$ cat config.mk
export PLATFORM = sky130hd
export DESIGN_NAME = phy_header_pack_check_top
export DESIGN_NICKNAME = d
export VERILOG_FILES = /design/src/rtl/hpc_pkg.sv /design/src/rtl/hpc_crc.sv /design/src/rtl/hpc_core.sv /design/src/rtl/phy_header_pack_check_top.sv
export SDC_FILE = /design/constraint.sdc
export NUM_CORES = 1
export LEC_CHECK = 0
export BUFFER_PORTS_ARGS = -buffer_cell sky130_fd_sc_hd__buf_2
export CAP_MARGIN = 15
export CORE_MARGIN = 4
export CORE_UTILIZATION = 45
export DETAILED_ROUTE_END_ITERATION = 16
export PLACE_DENSITY = 0.72
export SLEW_MARGIN = 20
export SYNTH_ARGS = -nofsm -noshare
export SYNTH_HDL_FRONTEND = slang
export SYNTH_HIERARCHICAL = 1
export SYNTH_SLANG_ARGS = --single-unit
$ cat constraint.sdc
create_clock -name i_clk -period 6.3 [get_ports i_clk]
set_clock_uncertainty 0.1 [all_clocks]
set_input_delay 0 -clock i_clk [delete_from_list [all_inputs] [get_ports i_clk]]
set_output_delay 0 -clock i_clk [all_outputs]
set_load 0.01 [all_outputs]
$ cat src/rtl/hpc_pkg.sv
// ----------------------------------------------------------------------------
// hpc_pkg
// Shared types, field widths, status codes and HCS constants for the PHY
// header pack/check block.
// ----------------------------------------------------------------------------
`default_nettype none

package hpc_pkg;

    localparam int SEED_W   = 7;
    localparam int MCS_W    = 5;
    localparam int LEN_W    = 18;
    localparam int TRN_W    = 5;
    localparam int RSSI_W   = 4;
    localparam int HDR_W    = 64;
    localparam int HCS_W    = 16;
    localparam int HCS_SPAN = 48;
    localparam int STAT_W   = 2;

    localparam logic [HCS_W-1:0] HCS_POLY = 16'h1021;
    localparam logic [HCS_W-1:0] HCS_INIT = 16'hFFFF;
    localparam logic [MCS_W-1:0] MAX_MCS_RESET = 5'd12;

    // Stream payload widths (fields packed LSB first, padded to bytes).
    localparam int S_TDATA_W = 112;
    localparam int M_TDATA_W = 112;

    typedef enum logic [STAT_W-1:0] {
        ST_OK       = 2'd0,
        ST_MCS_BAD  = 2'd1,
        ST_LEN_ZERO = 2'd2,
        ST_HCS_BAD  = 2'd3
    } t_status;

    typedef enum logic {
        CMD_FORMAT = 1'b0,
        CMD_PARSE  = 1'b1
    } t_cmd;

    typedef struct packed {
        t_cmd              cmd;
        logic [SEED_W-1:0] seed;
        logic [MCS_W-1:0]  mcs;
        logic [LEN_W-1:0]  length;
        logic              pkt_type;
        logic [TRN_W-1:0]  trn;
        logic              beam_req;
        logic [RSSI_W-1:0] rssi;
        logic [HDR_W-1:0]  header;
    } t_req;

    typedef struct packed {
        logic [HDR_W-1:0]  header;
        logic [SEED_W-1:0] seed;
        logic [MCS_W-1:0]  mcs;
        logic [LEN_W-1:0]  length;
        logic              pkt_type;
        logic [TRN_W-1:0]  trn;
        logic              beam_req;
        logic [RSSI_W-1:0] rssi;
        t_status           status;
    } t_rsp;

    // Bit-serial CRC, elaboration use only (builds the XOR matrix below).
    function automatic logic [HCS_W-1:0] hcs_serial(input logic [HCS_SPAN-1:0] data,
                                                    input logic [HCS_W-1:0] init);
        logic [HCS_W-1:0] crc;
        logic             fb;
        crc = init;
        for (int i = 0; i < HCS_SPAN; i++) begin
            fb  = crc[HCS_W-1] ^ data[i];
            crc = {crc[HCS_W-2:0], 1'b0};
            if (fb) begin
                crc = crc ^ HCS_POLY;
            end
        end
        return crc;
    endfunction

    // Column i: contribution of data bit i to the final register (init 0).
    function automatic logic [HCS_SPAN*HCS_W-1:0] hcs_cols();
        logic [HCS_SPAN*HCS_W-1:0] cols;
        logic [HCS_SPAN-1:0]       unit;
        cols = '0;
        for (int i = 0; i < HCS_SPAN; i++) begin
            unit = '0;
            unit[i] = 1'b1;
            cols[i*HCS_W +: HCS_W] = hcs_serial(unit, '0);
        end
        return cols;
    endfunction

    localparam logic [HCS_SPAN*HCS_W-1:0] HCS_COLS = hcs_cols();
    localparam logic [HCS_W-1:0] HCS_INIT_TERM = hcs_serial('0, HCS_INIT);

endpackage

`default_nettype wire

$ cat src/rtl/hpc_crc.sv
// ----------------------------------------------------------------------------
// hpc_crc
// Parallel CRC-16 (0x1021) over 48 header bits, one flat XOR matrix.
// ----------------------------------------------------------------------------
`default_nettype none

module hpc_crc
    import hpc_pkg::*;
(
    input  wire logic [HCS_SPAN-1:0] i_data,
    output logic      [HCS_W-1:0]    o_hcs
);

    always_comb begin
        o_hcs = HCS_INIT_TERM;
        for (int j = 0; j < HCS_W; j++) begin
            for (int i = 0; i < HCS_SPAN; i++) begin
                o_hcs[j] = o_hcs[j] ^ (i_data[i] & HCS_COLS[i*HCS_W + j]);
            end
        end
    end

endmodule

`default_nettype wire

$ cat src/rtl/hpc_core.sv
// ----------------------------------------------------------------------------
// hpc_core
// Header pack (format) and unpack/check (parse) for one request.
// ----------------------------------------------------------------------------
`default_nettype none

module hpc_core
    import hpc_pkg::*;
(
    input  wire t_req             i_req,
    input  wire logic [MCS_W-1:0] i_max_mcs,
    output t_rsp                  o_rsp
);

    logic [HCS_SPAN-1:0] fmt_body;
    logic [HCS_SPAN-1:0] crc_data;
    logic [HCS_W-1:0]    hcs;
    logic [HDR_W-1:0]    h;

    // Fixed bits (additional, aggregation, turnaround, reserved) stay zero.
    assign fmt_body = {4'b0, 1'b0, i_req.rssi, i_req.beam_req, 1'b0, i_req.trn,
                       i_req.pkt_type, 1'b0, i_req.length, i_req.mcs, i_req.seed};

    assign h        = i_req.header;
    assign crc_data = (i_req.cmd == CMD_PARSE) ? h[HCS_SPAN-1:0] : fmt_body;

    hpc_crc u_crc (
        .i_data (crc_data),
        .o_hcs  (hcs)
    );

    always_comb begin
        o_rsp = '0;
        if (i_req.cmd == CMD_FORMAT) begin
            o_rsp.header = {hcs, fmt_body};
            o_rsp.status = ST_OK;
        end else begin
            o_rsp.seed     = h[6:0];
            o_rsp.mcs      = h[11:7];
            o_rsp.length   = h[29:12];
            o_rsp.pkt_type = h[31];
            o_rsp.trn      = h[36:32];
            o_rsp.beam_req = h[38];
            o_rsp.rssi     = h[42:39];
            priority if (h[11:7] > i_max_mcs) begin
                o_rsp.status = ST_MCS_BAD;
            end else if (h[29:12] == '0) begin
                o_rsp.status = ST_LEN_ZERO;
            end else if (h[63:48] != hcs) begin
                o_rsp.status = ST_HCS_BAD;
            end else begin
                o_rsp.status = ST_OK;
            end
        end
    end

endmodule

`default_nettype wire

$ cat src/rtl/phy_header_pack_check_top.sv
// ----------------------------------------------------------------------------
// phy_header_pack_check_top
// PHY header formatter / parser with CRC-16 HCS and a configurable MCS limit.
// Pipeline: input reg, then result reg, from input request to result.
// Throughput: 1 request per cycle unless the output stalls; set by the
//   single-pass CRC/pack logic between the input and result registers.
// Reset: i_rst_n synchronous active low; clears both stage valids and
//   loads max_mcs with 12.
// ----------------------------------------------------------------------------
`default_nettype none

module phy_header_pack_check_top
    import hpc_pkg::*;
(
    input  wire logic                 i_clk,
    input  wire logic                 i_rst_n,
    // config: max_mcs
    input  wire logic                 i_cfg_we,
    input  wire logic [MCS_W-1:0]     i_cfg_wdata,
    // input stream
    input  wire logic                 s_axis_tvalid,
    output logic                      s_axis_tready,
    // tdata LSB up: seed_in[6:0], mcs_in[11:7], length_in[29:12], type_in[30],
    //   trn_in[35:31], beam_req_in[36], rssi_in[40:37], header_in[104:41], pad
    input  wire logic [S_TDATA_W-1:0] s_axis_tdata,
    // tuser: cmd (0 format, 1 parse)
    input  wire logic                 s_axis_tuser,
    // output stream
    output logic                      m_axis_tvalid,
    input  wire logic                 m_axis_tready,
    // tdata LSB up: header_out[63:0], seed_out[70:64], mcs_out[75:71],
    //   length_out[93:76], type_out[94], trn_out[99:95], beam_req_out[100],
    //   rssi_out[104:101], status[106:105], pad
    output logic      [M_TDATA_W-1:0] m_axis_tdata
);

    // ---- config register ----
    logic [MCS_W-1:0] r_max_mcs;

    always_ff @(posedge i_clk) begin
        if (!i_rst_n) begin
            r_max_mcs <= MAX_MCS_RESET;
        end else if (i_cfg_we) begin
            r_max_mcs <= i_cfg_wdata;
        end
    end

    // ---- handshake: each stage advances when the one after it has room ----
    logic r_in_valid;
    logic r_out_valid;
    logic out_room;
    logic in_room;

    assign out_room      = !r_out_valid || m_axis_tready;
    assign in_room       = !r_in_valid || out_room;
    assign s_axis_tready = in_room;

    // ---- input register: unpack the request ----
    t_req r_req;
    t_req n_req;

    always_comb begin
        n_req.cmd      = t_cmd'(s_axis_tuser);
        n_req.seed     = s_axis_tdata[6:0];
        n_req.mcs      = s_axis_tdata[11:7];
        n_req.length   = s_axis_tdata[29:12];
        n_req.pkt_type = s_axis_tdata[30];
        n_req.trn      = s_axis_tdata[35:31];
        n_req.beam_req = s_axis_tdata[36];
        n_req.rssi     = s_axis_tdata[40:37];
        n_req.header   = s_axis_tdata[104:41];
    end

    always_ff @(posedge i_clk) begin
        if (!i_rst_n) begin
            r_in_valid <= 1'b0;
        end else if (in_room) begin
            r_in_valid <= s_axis_tvalid;
        end
    end

    always_ff @(posedge i_clk) begin
        if (in_room && s_axis_tvalid) begin
            r_req <= n_req;
        end
    end

    // ---- pack / parse in one pass ----
    t_rsp n_rsp;
    t_rsp r_rsp;

    hpc_core u_core (
        .i_req     (r_req),
        .i_max_mcs (r_max_mcs),
        .o_rsp     (n_rsp)
    );

    // ---- result register ----
    always_ff @(posedge i_clk) begin
        if (!i_rst_n) begin
            r_out_valid <= 1'b0;
        end else if (out_room) begin
            r_out_valid <= r_in_valid;
        end
    end

    always_ff @(posedge i_clk) begin
        if (out_room && r_in_valid) begin
            r_rsp <= n_rsp;
        end
    end

    assign m_axis_tvalid = r_out_valid;
    assign m_axis_tdata  = {5'b0, r_rsp.status, r_rsp.rssi, r_rsp.beam_req, r_rsp.trn,
                            r_rsp.pkt_type, r_rsp.length, r_rsp.mcs, r_rsp.seed,
                            r_rsp.header};

    // ---- assertions ----
    // The source is back-pressured only while both stages are full.
    a_bp: assert property (@(posedge i_clk) disable iff (!i_rst_n)
        !s_axis_tready |-> (r_in_valid && r_out_valid))
        else $error("tready low without both stages full");

    // A result only appears after a request sat in the input stage.
    a_src: assert property (@(posedge i_clk) disable iff (!i_rst_n)
        $rose(m_axis_tvalid) |-> $past(r_in_valid))
        else $error("result without a request");

    // Nonzero status only comes from parse, whose header field is zero.
    a_parse_hdr: assert property (@(posedge i_clk) disable iff (!i_rst_n)
        (r_out_valid && r_rsp.status != ST_OK) |-> (r_rsp.header == '0))
        else $error("error status with a formatted header");

    // MCS limit reloads to its default out of reset.
    a_rst_cfg: assert property (@(posedge i_clk)
        !i_rst_n |=> (r_max_mcs == MAX_MCS_RESET))
        else $error("max_mcs not reset");

endmodule

`default_nettype wire
==> metrics.cfg <==
[logic_synthesis]
synth_top_area_share_pct = 65.9
yosysSeqAreaShare_pct = 67.4
yosysTopAreaCell = edfxtp_1
ys_top_cells_by_area = edfxtp_1, xnor2_1, xnor3_1
yosysWarnings = 6
synth-seq-cells = 220
syn_area_per_cell_um2 = 16.4
synth_area_um2 = 9700
synthCells = 592
synth.distinct_cells = 39

[pwr]
switchingPower_uw = 1150
p_int_uw = 3250
p_leak_uw = 0.00533
peakVddDrop_mv = 0.251
power.share.clock_pct = 32.4
netSwitchingFraction_pct = 26.1
power_density_nw_per_um2 = 334
p_total_uw = 4400
power_frac_comb_pct = 27.5
p_seq_share_pct = 40.1

[routing]
maxUsedRoutingLayer = met4
drc = 0
wl_met1_um = 9310
wl_met3_um = 1710
num_vias = 5810
wl_um = 23200
via_per_inst = 4.65
drtIter0Drc = 234
routedWlPerCell_um = 18.6
dr.pass1.iters = 4
wl_met2_um = 11700
final_antenna_net_count = 0

[sta]
min_period_ns = 4.24
setup_viol = 0
max_clock_freq_mhz = 236
fin_setup_tns_ns = 0
slew_violations = 0
relSlewSlack_pct = 41.5
period_share_pct = 67.4
rsz0062_at_grt = no
hold_violations = 0
worst_pin_slew_ns = 0.878

[placement]
routabilityCongestion = 0.847
port-buffer-count = 224
dp_hpwl_um = 15400

[critical_path]
worstSetupEndpointType = register
cp_data_arrival_time_ns = 4.37
crit_path_max_fanout = 107
path_class = register to register
r2r_start = r_req[105]$_DFFE_PP_
worst_setup_path_start_kind = register
critPathLaunch = r_req[105]$_DFFE_PP_
required_ns = 6.43

[finish]
n_antenna_cell = 0
multi_input_area_um2 = 3050
fin_nets = 1086
drive_above_1_share_pct = 28.0
num-fill-cells = 1553
final-seq-area_um2 = 6540
syn_to_final_growth_pct = 35.9

[die]
rows = 53
die_area_um2 = 24000
start_util_pct = 46.0
die_h_um = 155
die_x_um = 155
pin_count = 237
core_area_um2 = 21100

[cts]
cts_tree = done
cts.sinks = 220
insertion_delay_ns = 0.52
clkTransAtPathRegs_ns = 0.06
cts_buffers = 24
cts_buffer_depth = 3
cts_root_buf = clkbuf_16
post_cts_buffers = 0
h-tree-depth = 1

[global_route]
grt_antenna_before_repair = 0
grt_pass1_vias = 6305
grt_pass1_wl_um = 35300
grt_max_degree = 108
gr-total-overflow = 0
grt.total_usage_pct = 19.3

[hold_path]
hold_start = s_axis_tdata[64]
hp-class = input port to register

[outcome]
status = completed

[job]
cap_viol_max_count = 0

## sequential cells by signal, indices dropped and copies added, names as in the netlist
name	cells
r_in_valid	1
r_max_mcs	5
r_req	106
m_axis_tvalid	1
m_axis_tdata	107
## power groups by stage
stage	Clock, uW	Sequential (uW)	Combinational (uW)
floorplan	0	1830	838
global placement	0	1790	1140
detailed placement	0	1800	1150
CTS	1450	1760	1220
global route	1520	1770	1310
finish	1430	1770	1210
## cell usage after synthesis, drive strengths merged
master,instances
and2,47
nor4,4
a31oi,1
a21o,1
o21ai,1
xnor3,27
or2,41
xor3,3
nand4,4
mux2i,5
o2bb2ai,1
or3,1
a211oi,1
clkbuf,10
conb,2
a21boi,1
buf,14
dfxtp,7
a21oi,1
nand2,5
nand3b,1
ha,5
xor2,16
o31ai,1
edfxtp,213
or4,1
nor2b,63
nor2,2
and3,2
inv,8
o21a,1
xnor2,102
## stage by stage
step / hold slack, ns / utilization, % / setup WS (ns) / cell area (um^2) / std cells
after floorplan: -0.0381 / - / 0.399 / 9740 / 602
after global placement: 0.0765 / 52.8 / 2.11 / 11100 / 1082
after detailed placement: 0.0781 / 52.8 / 2.02 / 11100 / 1082
after CTS: 0.0630 / 62.5 / 2.01 / 13200 / 1250
after global routing: 0.0796 / 62.5 / 1.78 / 13200 / 1250
final: 0.0913 / 62.5 / 2.06 / 13200 / 1250
## worst paths after layout
path	end	slack [ns]	cells past startpoint
worst max-delay path	m_axis_tdata[106]$_DFFE_PP_	2.06	11
worst min-delay path	r_req[23]$_DFFE_PP_	0.09	2
worst max register to register	m_axis_tdata[106]$_DFFE_PP_	2.06	11
worst min register to register	m_axis_tdata[67]$_DFFE_PP_	0.45	1
## placed cells by master (no fill, tap or decap), types with 2 or more instances in the layout
| cell type | instances |
|---|---|
| nand4_1 | 4 |
| edfxtp_1 | 213 |
| conb_1 | 12 |
| and2_1 | 46 |
| buf_2 | 224 |
| nand2_1 | 4 |
| xor2_1 | 16 |
| or2_1 | 41 |
| buf_4 | 4 |
| nor2b_1 | 61 |
| clkbuf_16 | 24 |
| and3_1 | 2 |
| xor3_1 | 3 |
| nor4_1 | 4 |
| mux2i_1 | 5 |
| dfxtp_1 | 7 |
| clkinv_2 | 3 |
| clkbuf_1 | 4 |
| bufinv_16 | 4 |
| ha_1 | 5 |
| dlygate4sd3_1 | 125 |
| xnor3_1 | 26 |
| nor2b_4 | 2 |
| clkinv_1 | 5 |
| inv_1 | 7 |
| nor2_1 | 2 |
| xnor2_1 | 102 |
## worst max-delay path, cell delays in order, from the launching register on
cell,delay [ns]
edfxtp_1,0.41
buf_12,0.26
and2_1,0.23
or2_1,0.30
xnor3_1,0.43
xnor3_2,0.41
xnor3_1,0.42
xnor3_1,0.29
xnor2_1,0.18
nand4_1,0.11
nor4_1,0.65
a211oi_2,0.15
## final cells by class
class                   count  share of cell area, %
clock buffers              28                   4.67
clock inverters            15                   1.43
inverters                   8                  0.228
multi-input cells         350                   23.1
flip-flops and latches    220                   49.6
well taps                 275                   2.61
repair buffers            354                   18.4
## routing by layer
metal	up-vias	track usage (%)
met5	-	0
met4	0	4.37
met3	37	5.43
met2	203	34.1
met1	2781	23.6
li1	2789	-
## logic make-up (layout without fill, tap and decap cells)
logic type                 after synthesis  in the layout  share of synthesized area (%)
buffers and inverters                   32            405                           1.79
AOI/OAI and AO/OA                        9              9                          0.697
other                                    2             12                         0.0774
DFF                                    220            220                           67.4
and+or+nand+nor                        171            171                           11.2
muxes                                    5              5                          0.516
xor gates and xnor gates               148            148                           17.7
adders and majority gates                5              5                          0.645
## timing repair
action	4_1_cts	5_1_grt
resized for setup	0	0
hold buffers	125	0
setup endpoints to repair	0	0
endpoints found under the hold margin	113	0
(Power assumes the default switching activity.)
